===== config.mk =====
export PLATFORM = sky130hd
export DESIGN_NAME = wgo_ctrl
export DESIGN_NICKNAME = d
export VERILOG_FILES = /design/src/rtl/core/wgo_pkg.sv /design/src/rtl/core/wgo_ctrl.sv
export SDC_FILE = /design/constraint.sdc
export NUM_CORES = 1
export LEC_CHECK = 0
export BUFFER_PORTS_ARGS = -buffer_cell sky130_fd_sc_hd__buf_2
export CAP_MARGIN = 20
export CORE_MARGIN = 1
export CORE_UTILIZATION = 48
export CTS_BUF_LIST = sky130_fd_sc_hd__clkbuf_2
export CTS_CLUSTER_DIAMETER = 120
export DETAILED_ROUTE_END_ITERATION = 6
export GPL_TIMING_DRIVEN = 0
export PLACE_DENSITY = 0.84
export SLEW_MARGIN = 40
export SYNTH_ARGS = -nofsm -noshare
export SYNTH_HDL_FRONTEND = slang
export SYNTH_SLANG_ARGS = --single-unit

===== constraint.sdc =====
create_clock -name clk -period 2 [get_ports clk]
set_clock_uncertainty 0.2 [all_clocks]
set_input_delay 0.3 -clock clk [delete_from_list [all_inputs] [get_ports clk]]
set_output_delay 0.3 -clock clk [all_outputs]
set_load 0.02 [all_outputs]

===== src/rtl/core/wgo_pkg.sv =====
// Shared types, constants and tables of the wheel and gyro odometry block.
package wgo_pkg;

	localparam int CORDIC_STEPS_DEF = 16;
	localparam int ATAN_DEPTH = 24;
	localparam int STEP_W = $clog2(ATAN_DEPTH);
	localparam int NUM_PART = 8;

	localparam int OP_W = 2;
	localparam int IN_DATA_W = 176;
	localparam int OUT_DATA_W = 112;
	localparam int CFG_IDX_W = 2;
	localparam int CFG_DATA_W = 32;

	localparam logic [OP_W-1:0] OP_UPDATE = 2'd0;
	localparam logic [OP_W-1:0] OP_SET = 2'd1;
	localparam logic [OP_W-1:0] OP_HEADING = 2'd2;

	localparam logic [CFG_IDX_W-1:0] CFG_OFFSET = 2'd0;
	localparam logic [CFG_IDX_W-1:0] CFG_SCALE_X = 2'd1;
	localparam logic [CFG_IDX_W-1:0] CFG_SCALE_Y = 2'd2;

	localparam logic signed [33:0] PI_Q28 = 34'sd843314857;
	localparam logic signed [33:0] HALF_PI_Q28 = 34'sd421657428;
	localparam logic signed [33:0] TWO_PI_Q28 = 34'sd1686629713;
	localparam logic signed [32:0] GAIN_Q30 = 33'sd652032874;

	localparam logic signed [52:0] POS_MAX = 53'sd140737488355327;
	localparam logic signed [52:0] POS_MIN = -53'sd140737488355328;

	localparam logic [27:0] ATAN_Q28 [ATAN_DEPTH] = '{
		28'd210828714, 28'd124459457, 28'd65760959, 28'd33381290, 28'd16755422,
		28'd8385879, 28'd4193963, 28'd2097109, 28'd1048571, 28'd524287,
		28'd262144, 28'd131072, 28'd65536, 28'd32768, 28'd16384, 28'd8192,
		28'd4096, 28'd2048, 28'd1024, 28'd512, 28'd256, 28'd128, 28'd64, 28'd32
	};

	typedef enum logic [3:0] {
		MUL_TX = 4'd0,
		MUL_TY = 4'd1,
		MUL_XC_HI = 4'd2,
		MUL_XC_LO = 4'd3,
		MUL_YS_HI = 4'd4,
		MUL_YS_LO = 4'd5,
		MUL_XS_HI = 4'd6,
		MUL_XS_LO = 4'd7,
		MUL_YC_HI = 4'd8,
		MUL_YC_LO = 4'd9
	} mul_sel_t;

	typedef struct packed {
		logic load;
		logic cordic_en;
		logic [STEP_W-1:0] step;
		logic mul_en;
		mul_sel_t mul_sel;
		logic commit;
	} wgo_cmd_t;

	typedef struct packed {
		logic op_update;
		logic out_free;
	} wgo_stat_t;

endpackage


===== src/rtl/core/wgo_ctrl.sv =====
// Controller state machine that sequences the CORDIC and the shared multiplier.
module wgo_ctrl #(
	parameter int CORDIC_STEPS = wgo_pkg::CORDIC_STEPS_DEF
) (
	input  logic                clk,
	input  logic                arst_n,
	input  logic                s_tvalid,
	output logic                s_tready,
	input  wgo_pkg::wgo_stat_t  stat,
	output wgo_pkg::wgo_cmd_t   cmd
);

	typedef enum logic [3:0] {
		ST_IDLE = 4'b0001,
		ST_CORDIC = 4'b0010,
		ST_PROD = 4'b0100,
		ST_FINISH = 4'b1000
	} state_t;

	localparam logic [wgo_pkg::STEP_W-1:0] CORDIC_LAST = wgo_pkg::STEP_W'(CORDIC_STEPS - 1);
	localparam logic [wgo_pkg::STEP_W-1:0] PROD_LAST = wgo_pkg::STEP_W'(wgo_pkg::NUM_PART);

	state_t state_q, state_d;
	logic [wgo_pkg::STEP_W-1:0] cnt_q, cnt_d;

	always_comb begin
		cmd = '0;
		state_d = state_q;
		cnt_d = cnt_q;
		s_tready = (state_q == ST_IDLE);
		unique case (state_q)
			ST_IDLE: begin
				if (s_tvalid) begin
					cmd.load = 1'b1;
					cnt_d = '0;
					state_d = stat.op_update ? ST_CORDIC : ST_FINISH;
				end
			end
			ST_CORDIC: begin
				cmd.cordic_en = 1'b1;
				cmd.step = cnt_q;
				if (cnt_q == '0) begin
					cmd.mul_en = 1'b1;
					cmd.mul_sel = wgo_pkg::MUL_TX;
				end else if (cnt_q == wgo_pkg::STEP_W'(1)) begin
					cmd.mul_en = 1'b1;
					cmd.mul_sel = wgo_pkg::MUL_TY;
				end
				if (cnt_q == CORDIC_LAST) begin
					cnt_d = '0;
					state_d = ST_PROD;
				end else begin
					cnt_d = cnt_q + 1'b1;
				end
			end
			ST_PROD: begin
				if (cnt_q < PROD_LAST) begin
					cmd.mul_en = 1'b1;
					cmd.mul_sel = wgo_pkg::mul_sel_t'(4'(wgo_pkg::MUL_XC_HI) + {1'b0, cnt_q[2:0]});
				end
				if (cnt_q == PROD_LAST) begin
					state_d = ST_FINISH;
				end else begin
					cnt_d = cnt_q + 1'b1;
				end
			end
			ST_FINISH: begin
				if (stat.out_free) begin
					cmd.commit = 1'b1;
					state_d = ST_IDLE;
				end
			end
			default: begin
				state_d = ST_IDLE;
			end
		endcase
	end

	always_ff @(posedge clk or negedge arst_n) begin
		if (!arst_n) begin
			state_q <= ST_IDLE;
			cnt_q <= '0;
		end else begin
			state_q <= state_d;
			cnt_q <= cnt_d;
		end
	end

endmodule


==> run metrics, run 1 <==
Initial DRC Count=13; Max stage delay on crit path=~0.5 ns; CTS buffer count=3; WHS Endpoint=state_q[3]$_DFFE_PN0P_; Worst Hold Depth=2; Worst R2R End=cnt_q[3]$_DFFE_PN0P_; clock transition at the registers of the reported paths=roughly 0.090 ns; number of routed nets with antenna violations=0; reg2reg setup slack=-0.16 ns; Cell Area, Synth=~750 um2; net count after synthesis=96; post-synthesis average cell area=8.832 um2; Crit Reg-Reg Startpoint=state_q[1]$_DFFE_PN0P_; critical path peak fanout=3; count of cell types in the netlist=35; Syn Inst Count=85; n_diodes=0; routability cong.=0.8525; Clock Root Buffer=clkbuf_2; initial antenna violation count=0; post-route design area=0.001217 mm2; Setup crit start kind=register; Hold Path Origin=stat[1]; die area=0.001726 mm2; area of the core=approximately 0.0014 mm2; fin crit share=1.166; Reg2Reg Depth=8; Crit. End Element=output pin; clk sink count=9; M3 GR Usage=0.02609; grt met2 use=0.4344; leakage=0.5573 nW; Yosys warning count=0; number of synthesized flops with an enable pin=0; P&R area growth vs syn=62.17%; CP arrival=1.83 ns; nets@finish=132; met1 Use GR=0.3525; Initial Utilization=0.5430; top cell type's share of synthesized area=0.2667; Slowest-stage cell, CP=or4b_4; Via Count=771; GRT Overall Usage=0.2652; I/O Pins=19; Fin. Hold Viols=0; die width=41.55 um; f_max=~430 MHz; Synth Flop Type=dfrtp_1; PwrDens=about 830 mW/mm2; Clock Latency Late Sink=0.25 ns; drt pass-1 iters=4; share of cells above drive strength 1=0.6083; Top Usage Layer GRT=met2; CP Class=reg -> out; crit path from=state_q[1]$_DFFE_PN0P_; number of global-route vias before repair=between 700 and 800; min Tclk post-route=2.332 ns; CTS H-Tree Depth=1; Slew @ Worst Pin=between 0.4 and 0.5 ns; worst vdd ir=0.8282 mV; final setup fails=16; vias per cell=5.711; pin count of the biggest net entering global routing=10; Rows=13; setup ws final=-0.3320 ns; Rel. slew slack=0.6785; Final Max Tran Viols=0; failing checks=setup timing; GRT overflow=0; Die Y-Extent=41.55 um; worst path cell trace=buf_4 > or4b_4 > nor2_4 > a31oi_1 > nor3_2 > buf_4; drt wl/cell=15.76 um; DP Area=907.1 um2; Async SR Flop Fraction=1.000; ranking of synthesized cells by area=dfrtp_1 27%, ha_1 10%, and2_1 5.0%, inv_1 4.5%, nor2_1 4.0%; number of remaining DRC errors=0; status=complete, but fails checks; unrepaired setup endpoints after global routing=true; type of the tightest min-delay check=in -> reg; Max Cap Viol=0; register area share after synthesis=0.3017; Critical Path RT=1.50 ns; TritonCTS clock tree=built; Fin Hold WS=between 0.02 and 0.025 ns; maximum root-to-sink buffer count=2; HPWL after DPL=1233 um; DRT Wirelength=approximately 2100 um; Yosys reg bits=9; post-synth top area cell=dfrtp_1; IO Port Bufs=18; most frequent cell on the critical path=buf_4; global-route wire length before repair=3512 um; post-layout util=0.8805
cells by family after synthesis:
logic type,Yosys count,synth area share
DFF,9,0.3017
and+or+nand+nor,34,0.2667
adders and majority gates,6,0.1000
buffers and inverters,14,0.09166
AOI/OAI and AO/OA,21,0.2267
muxes,1,0.01333
placed cells by master, fill, tap and decap left out, types with 3 or more instances in the layout:
master / instances
a21oi_1: 5
and2_4: 4
buf_2: 5
buf_4: 15
buf_6: 13
clkbuf_2: 4
dfrtp_1: 4
dfrtp_2: 4
ha_1: 5
inv_1: 5
inv_2: 3
nor2_1: 4
nor2_4: 4
o2bb2ai_1: 3
where the power goes:
group          total (mW)  switching, mW  leakage (nW)  internal (mW)
combinational       0.598          0.314         0.427          0.285
clock               0.118         0.0646        0.0166         0.0531
sequential          0.297         0.0673         0.113          0.230
per-stage QoR:
stage / power (mW) / worst slack (ns) / std cells / setup TNS, ns
2_1_floorplan: 0.5867 / -0.1768 / 85 / -0.5010
5_1_grt: 1.074 / -0.3960 / 135 / -3.708
3_5_place_dp: 0.6824 / -0.2171 / 118 / -1.714
6_report: 1.013 / -0.3320 / 135 / -2.760
4_1_cts: 0.9123 / -0.3307 / 130 / -2.509
3_3_place_gp: 0.6657 / -0.1854 / 118 / -1.418
registers in the layout, indices dropped and copies added, names as in the netlist:
register and flops:
cnt_q 5, state_q 4
final cells by class:
type | count | area (um2)
Clock buffer | 4 | 20.02
Tap cell | 15 | 18.77
Fill cell | 75 | 165.2
Sequential cell | 9 | 231.5
Multi-Input combinational cell | 62 | 579.3
Inverter | 9 | 38.79
Timing Repair Buffer | 36 | 329.1
routing by layer:
layer  vias to the layer above  wire length [um]  share of wire
li1                        373                 -              -
met1                       370               894           0.42
met2                        23              1128           0.53
met3                         5                72          0.034
met4                         0                31          0.015
met5                         -                 0              0
how the worst max path moves through the flow:
stage,to,slack (ns),cells past startpoint
floorplan,cmd[5],-0.18,6
global placement,cmd[5],-0.19,7
detailed placement,cmd[5],-0.22,7
CTS,cmd[3],-0.33,5
global route,cmd[1],-0.40,6
finish,cmd[1],-0.33,6
cell usage after synthesis, drive strengths merged, types with 3 or more instances:
library cell	instances
inv	9
dfrtp	8
nor2	8
and2	6
ha	6
a21oi	5
o21ai	4
buf	3
nand2	3
nand3	3
nor3	3
o2bb2ai	3
timing repair:
action,4_1_cts,5_1_grt
endpoints found under the hold margin,9,0
pin swaps,12,6
endpoints found under the setup margin,16,18
setup buffers,11,6
hold buffers,1,0
gates resized for setup,40,19
worst max-delay path: cells and delay by family (launching register included):
kind,cells,cell delay [ns]
flops,1,0.40
simple gates,3,0.79
compound gates,1,0.11
buf+inv,2,0.28
No activity file was read; power rests on OpenSTA's default activity.
==> run 2: changes to the inputs <==
- CORE_UTILIZATION: 48 -> 35
- PLACE_DENSITY: 0.84 -> 0.67
==> run metrics, run 2 (synthesized netlist as in run 1, its figures left out) <==
Via Count=820 (+6.4%); GRT overflow=0 (unchanged); n_diodes=0 (unchanged); number of global-route vias before repair=797 (+10%); Buf+Inv Stages, Crit Path=1 (-1); Worst Hold Depth=2 (unchanged); die width=48.32 um (+16%); unrepaired setup endpoints after global routing=true; Max Cap Viol=0 (unchanged); CP arrival=1.83 ns (about the same); Placed Cells=130 (+10%); Worst R2R End=cnt_q[1]$_DFFE_PN0P_; drt pass-1 iters=4 (unchanged); Slowest-stage cell, CP=or4b_4; leakage=0.5554 nW (-0.33%); I/O Pins=19 (unchanged); GRT Overall Usage=0.1862 (-0.07897); share of cells above drive strength 1=0.6341 (+0.02581); area of the core=0.001982 mm2 (+43%); Slew @ Worst Pin=0.5126 ns (+0.03031 ns); final setup fails=13 (-3); CTS buffer count=3 (unchanged); reg2reg setup slack=0.06 ns (+0.22 ns); Hold Path Origin=stat[1]; Reg2Reg Depth=7 (-1); register area=232.7 um2 (+0.54%); failing checks=setup timing; Crit. End Element=output pin; drt wl/cell=14.49 um (-8.1%); CTS H-Tree Depth=1 (unchanged); Rows=16 (+3); Die Y-Extent=48.32 um (+16%); nets@finish=135 (+2.3%); Rel. slew slack=0.6570 (-0.02147); Critical Path RT=1.50 ns (about the same); vias per cell=5.467 (-4.3%); fin crit share=1.167 (about the same); initial antenna violation count=0 (unchanged); number of routed nets with antenna violations=0 (unchanged); clock transition at the registers of the reported paths=0.10 ns (about the same); worst vdd ir=0.6925 mV (-16%); Max stage delay on crit path=0.57 ns (+0.08 ns); Initial DRC Count=52 (+39); Filler cells=158 (+110%); min Tclk post-route=2.334 ns (+0.001704 ns); area occupied by multi-input gates=564.3 um2 (-2.6%); P&R area growth vs syn=61.33%; worst path cell trace=or4b_4 > nor2_4 > o21ai_2 > a211oi_2 > buf_4; HPWL after DPL=1196 um (-3.0%); Largest regs=cnt_q x5, state_q x4; Clock Root Buffer=clkbuf_2; Initial Utilization=0.3788 (-0.1642); die area=0.002334 mm2 (+35%); pin count of the biggest net entering global routing=11 (+1); routability cong.=0.7818 (-8.3%); Final Max Tran Viols=0 (unchanged); cell family with most CP delay=simple AND/OR/NAND/NOR gates; CP Class=reg -> out; setup ws final=-0.3337 ns (-0.001704 ns); status=complete, but fails checks; type of the tightest min-delay check=in -> reg; Setup crit start kind=register; DRT Wirelength=2173 um (+2.2%); clk sink count=9 (unchanged); max FFs per register=5 (unchanged); Crit Reg-Reg Startpoint=state_q[0]$_DFFE_PN1P_; TritonCTS clock tree=built; maximum root-to-sink buffer count=2 (unchanged); Clock Latency Late Sink=0.26 ns (about the same); critical path peak fanout=4 (+1); number of remaining DRC errors=0 (unchanged); IO Port Bufs=18 (unchanged); commonest non-fill, non-tap cell in the layout=buf_4; PwrDens=878.9 mW/mm2 (+5.6%); global-route wire length before repair=3443 um (-2.0%); WHS Endpoint=state_q[3]$_DFFE_PN0P_; most frequent cells in the layout=23 x buf_4, 9 x buf_6, 6 x nor2_1; f_max=428.5 MHz (about the same); Layout Cells excl Fill=150 (+11%); Top reg by flops=cnt_q; Fin. Hold Viols=0 (unchanged); Fin Hold WS=0.04147 ns (+0.01690 ns); overall power=1.064 mW (+5.1%)
## run 2: worst max path at each step
stage | cells past startpoint | from | to
after detailed placement | 7 | state_q[0]$_DFFE_PN1P_ | cmd[5]
after global placement | 6 | cnt_q[1]$_DFFE_PN0P_ | cnt_q[0]$_DFFE_PN0P_
after floorplan | 6 | state_q[0]$_DFFE_PN1P_ | cmd[5]
after CTS | 5 | state_q[3]$_DFFE_PN0P_ | cmd[5]
final | 5 | state_q[3]$_DFFE_PN0P_ | cmd[5]
after global routing | 6 | state_q[1]$_DFFE_PN0P_ | cmd[1]
## run 2: what timing repair did
item / 4_1_cts / 5_1_grt
hold buffers: 1 / 0
setup endpoints to repair: 17 / 19
hold endpoints to repair: 9 / 0
pin swaps: 10 / 5
setup buffers: 16 / 6
resized for setup: 22 / 27
## run 2: per-stage QoR
stage	util	setup TNS, ns	cell area (um2)	setup slack [ns]
after floorplan	-	-0.5010	798.3	-0.1768
after global placement	0.4653	-1.802	922.1	-0.1958
after detailed placement	0.4653	-1.693	922.1	-0.2070
after CTS	0.5631	-2.551	1116	-0.3003
after global routing	0.6111	-3.653	1211	-0.3726
final	0.6111	-2.993	1211	-0.3337
## run 2: report_power, final
group          leakage, nW  total (mW)  switching, mW  internal, mW
Clock               0.0166       0.123         0.0701        0.0531
Combinational        0.427       0.641          0.313         0.328
Sequential           0.112       0.301         0.0708         0.230
## run 2: routing by layer
layer / vias to the layer above / part of all wire / global-route usage
met4: 0 / 0.026 / 0.09804
met5: - / 0 / 0
met3: 7 / 0.048 / 0.01887
met2: 27 / 0.51 / 0.3451
li1: 381 / - / -
met1: 405 / 0.42 / 0.2087
## run 2: area by class of cell
type                            instances  area share
Clock buffer                            4     0.01653
Sequential cell                         9      0.1921
Multi-Input combinational cell         62      0.4659
Tap cell                               27     0.02789
Timing Repair Buffer                   38      0.2552
Buffer                                  1     0.01240
Inverter                                9     0.02996
==> run 3: changes to the inputs <==
- SETUP_SLACK_MARGIN: not set -> 0.2
==> run metrics, run 3 (synthesized netlist as in run 1, its figures left out) <==
Top reg by flops=cnt_q; Rel. slew slack=0.6905 (+0.03352); setup TNS=-5.001 ns (-2.008 ns); Placed Cells=130 (unchanged); Filler cells=170 (+7.6%); Initial DRC Count=4 (-92%); number of routed nets with antenna violations=0 (unchanged); I/O Pins=19 (unchanged); GRT overflow=0 (unchanged); number of remaining DRC errors=0 (unchanged); CP arrival=1.96 ns (+0.13 ns); overall power=1.036 mW (-2.7%); maximum root-to-sink buffer count=2 (unchanged); leakage=0.5579 nW (+0.45%); Max Cap Viol=0 (unchanged); most frequent cells in the layout=14 x buf_4, 12 x buf_6; Reg2Reg Depth=8 (+1); share of cells above drive strength 1=0.6050 (-0.02910); HPWL after DPL=1288 um (+7.7%); die area=0.002334 mm2 (unchanged); Via Count=769 (-6.2%); routability cong.=0.7437 (-4.9%); CP Class=reg -> out; Final Max Tran Viols=0 (unchanged); WHS Endpoint=state_q[3]$_DFFE_PN0P_; number of global-route vias before repair=716 (-10%); IO Port Bufs=18 (unchanged); pin count of the biggest net entering global routing=11 (unchanged); min Tclk post-route=2.458 ns (+0.1245 ns); unrepaired setup endpoints after global routing=true; Worst R2R End=cnt_q[3]$_DFFE_PN0P_; commonest non-fill, non-tap cell in the layout=buf_4; f_max=406.8 MHz (-5.1%); Clock Latency Late Sink=0.27 ns (about the same); TritonCTS clock tree=built; global-route wire length before repair=3277 um (-4.8%); Largest regs=cnt_q x5, state_q x4; Layout Cells excl Fill=146 (-2.7%); die width=48.32 um (unchanged); Worst Hold Depth=2 (unchanged); Setup crit start kind=register; worst vdd ir=0.6694 mV (-3.3%); Die Y-Extent=48.32 um (unchanged); Crit Reg-Reg Startpoint=state_q[3]$_DFFE_PN0P_; failing checks=setup timing; Rows=16 (unchanged); setup ws final=-0.4581 ns (-0.1245 ns); fin crit share=1.229 (+0.06223); vias per cell=5.267 (-3.7%); PwrDens=834.7 mW/mm2 (-5.0%); max FFs per register=5 (unchanged); Clock Root Buffer=clkbuf_2; Fin. Hold Viols=0 (unchanged); n_diodes=0 (unchanged); critical path peak fanout=8 (+4); CTS buffer count=3 (unchanged); Crit. End Element=output pin; P&R area growth vs syn=65.33%; reg2reg setup slack=-0.26 ns (-0.32 ns); clock transition at the registers of the reported paths=0.09 ns (about the same); final setup fails=16 (+3); drt pass-1 iters=4 (unchanged); initial antenna violation count=0 (unchanged); DP Area=942.2 um2 (+2.2%); nets@finish=131 (-3.0%); type of the tightest min-delay check=in -> reg; DRT Wirelength=2120 um (-2.4%); area of the core=0.001982 mm2 (unchanged); CTS H-Tree Depth=1 (unchanged); drt wl/cell=14.52 um (+0.23%); post-route design area=0.001241 mm2 (+2.5%); Slew @ Worst Pin=0.4625 ns (-0.05009 ns); clk sink count=9 (unchanged); Hold Path Origin=stat[1]; GRT Overall Usage=0.1862 (unchanged); status=complete, but fails checks; Critical Path RT=1.50 ns (about the same); post-layout util=0.6263 (+0.01515); Initial Utilization=0.3788 (unchanged)
[run 3: changes by cell type in the layout (fill, tap and decap cells not counted), moves of 2 or more]
cell	change
buf_4	-9
nor2_1	-2
dfrtp_1	+2
ha_2	-3
o21ai_1	+2
o21ai_0	-2
ha_1	+2
nor2_4	+3
dfrtp_2	-2
buf_6	+3
[run 3: power by group]
group,leakage [nW],internal (mW),switching [mW]
logic,0.426,0.304,0.305
clock network,0.0166,0.0530,0.0726
registers,0.115,0.228,0.0737
[run 3: critical path, cell delays in order, from the launching register on]
cell and delay (ns):
dfrtp_2 0.48, or4b_4 0.54, buf_8 0.14, nor2_4 0.09
o21ai_2 0.07, a211oi_2 0.19, buf_4 0.17
[run 3: through the flow]
step | hold slack (ns) | setup slack (ns)
2_1_floorplan | -0.1956 | -0.1433
3_3_place_gp | -0.03736 | -0.1652
3_5_place_dp | -0.03632 | -0.2232
4_1_cts | 0.02328 | -0.4588
5_1_grt | 0.05519 | -0.5244
6_report | 0.05031 | -0.4581
[run 3: worst max-delay path by stage]
stage,start,end,cells past startpoint,slack [ns]
6_report,state_q[3]$_DFFE_PN0P_,cmd[5],6,-0.46
5_1_grt,state_q[2]$_DFFE_PN0P_,cmd[5],7,-0.52
4_1_cts,state_q[2]$_DFFE_PN0P_,cmd[5],7,-0.46
3_5_place_dp,cnt_q[1]$_DFFE_PN0P_,cnt_q[0]$_DFFE_PN0P_,6,-0.22
3_3_place_gp,cnt_q[1]$_DFFE_PN0P_,cnt_q[2]$_DFFE_PN0P_,6,-0.17
2_1_floorplan,state_q[0]$_DFFE_PN1P_,cmd[5],6,-0.14
[run 3: cell type report]
type | count | area (um2) | area share
plain buffers | 5 | 60.06 | 0.04839
clock buffers | 4 | 20.02 | 0.01613
inverters | 9 | 36.28 | 0.02923
multi-input cells | 62 | 608.1 | 0.4899
flip-flops and latches | 9 | 230.2 | 0.1855
well taps | 27 | 33.78 | 0.02722
repair buffers | 30 | 252.7 | 0.2036
[run 3: timing repair]
action | 4_1_cts | 5_1_grt
hold endpoints to repair | 9 | 0
endpoints found under the setup margin | 20 | 22
pin swaps | 12 | 4
resized for setup | 45 | 11
hold buffers | 1 | 0
buffers inserted | 10 | 1
[run 3: routing by layer]
layer / track usage / wire length (um) / share of wire / vias up
met5: 0 / 0 / 0 / -
met4: 0.07353 / 47 / 0.022 / 0
met3: 0.03145 / 74 / 0.035 / 7
met2: 0.3169 / 1121 / 0.53 / 21
met1: 0.2343 / 876 / 0.41 / 370
li1: - / - / - / 371
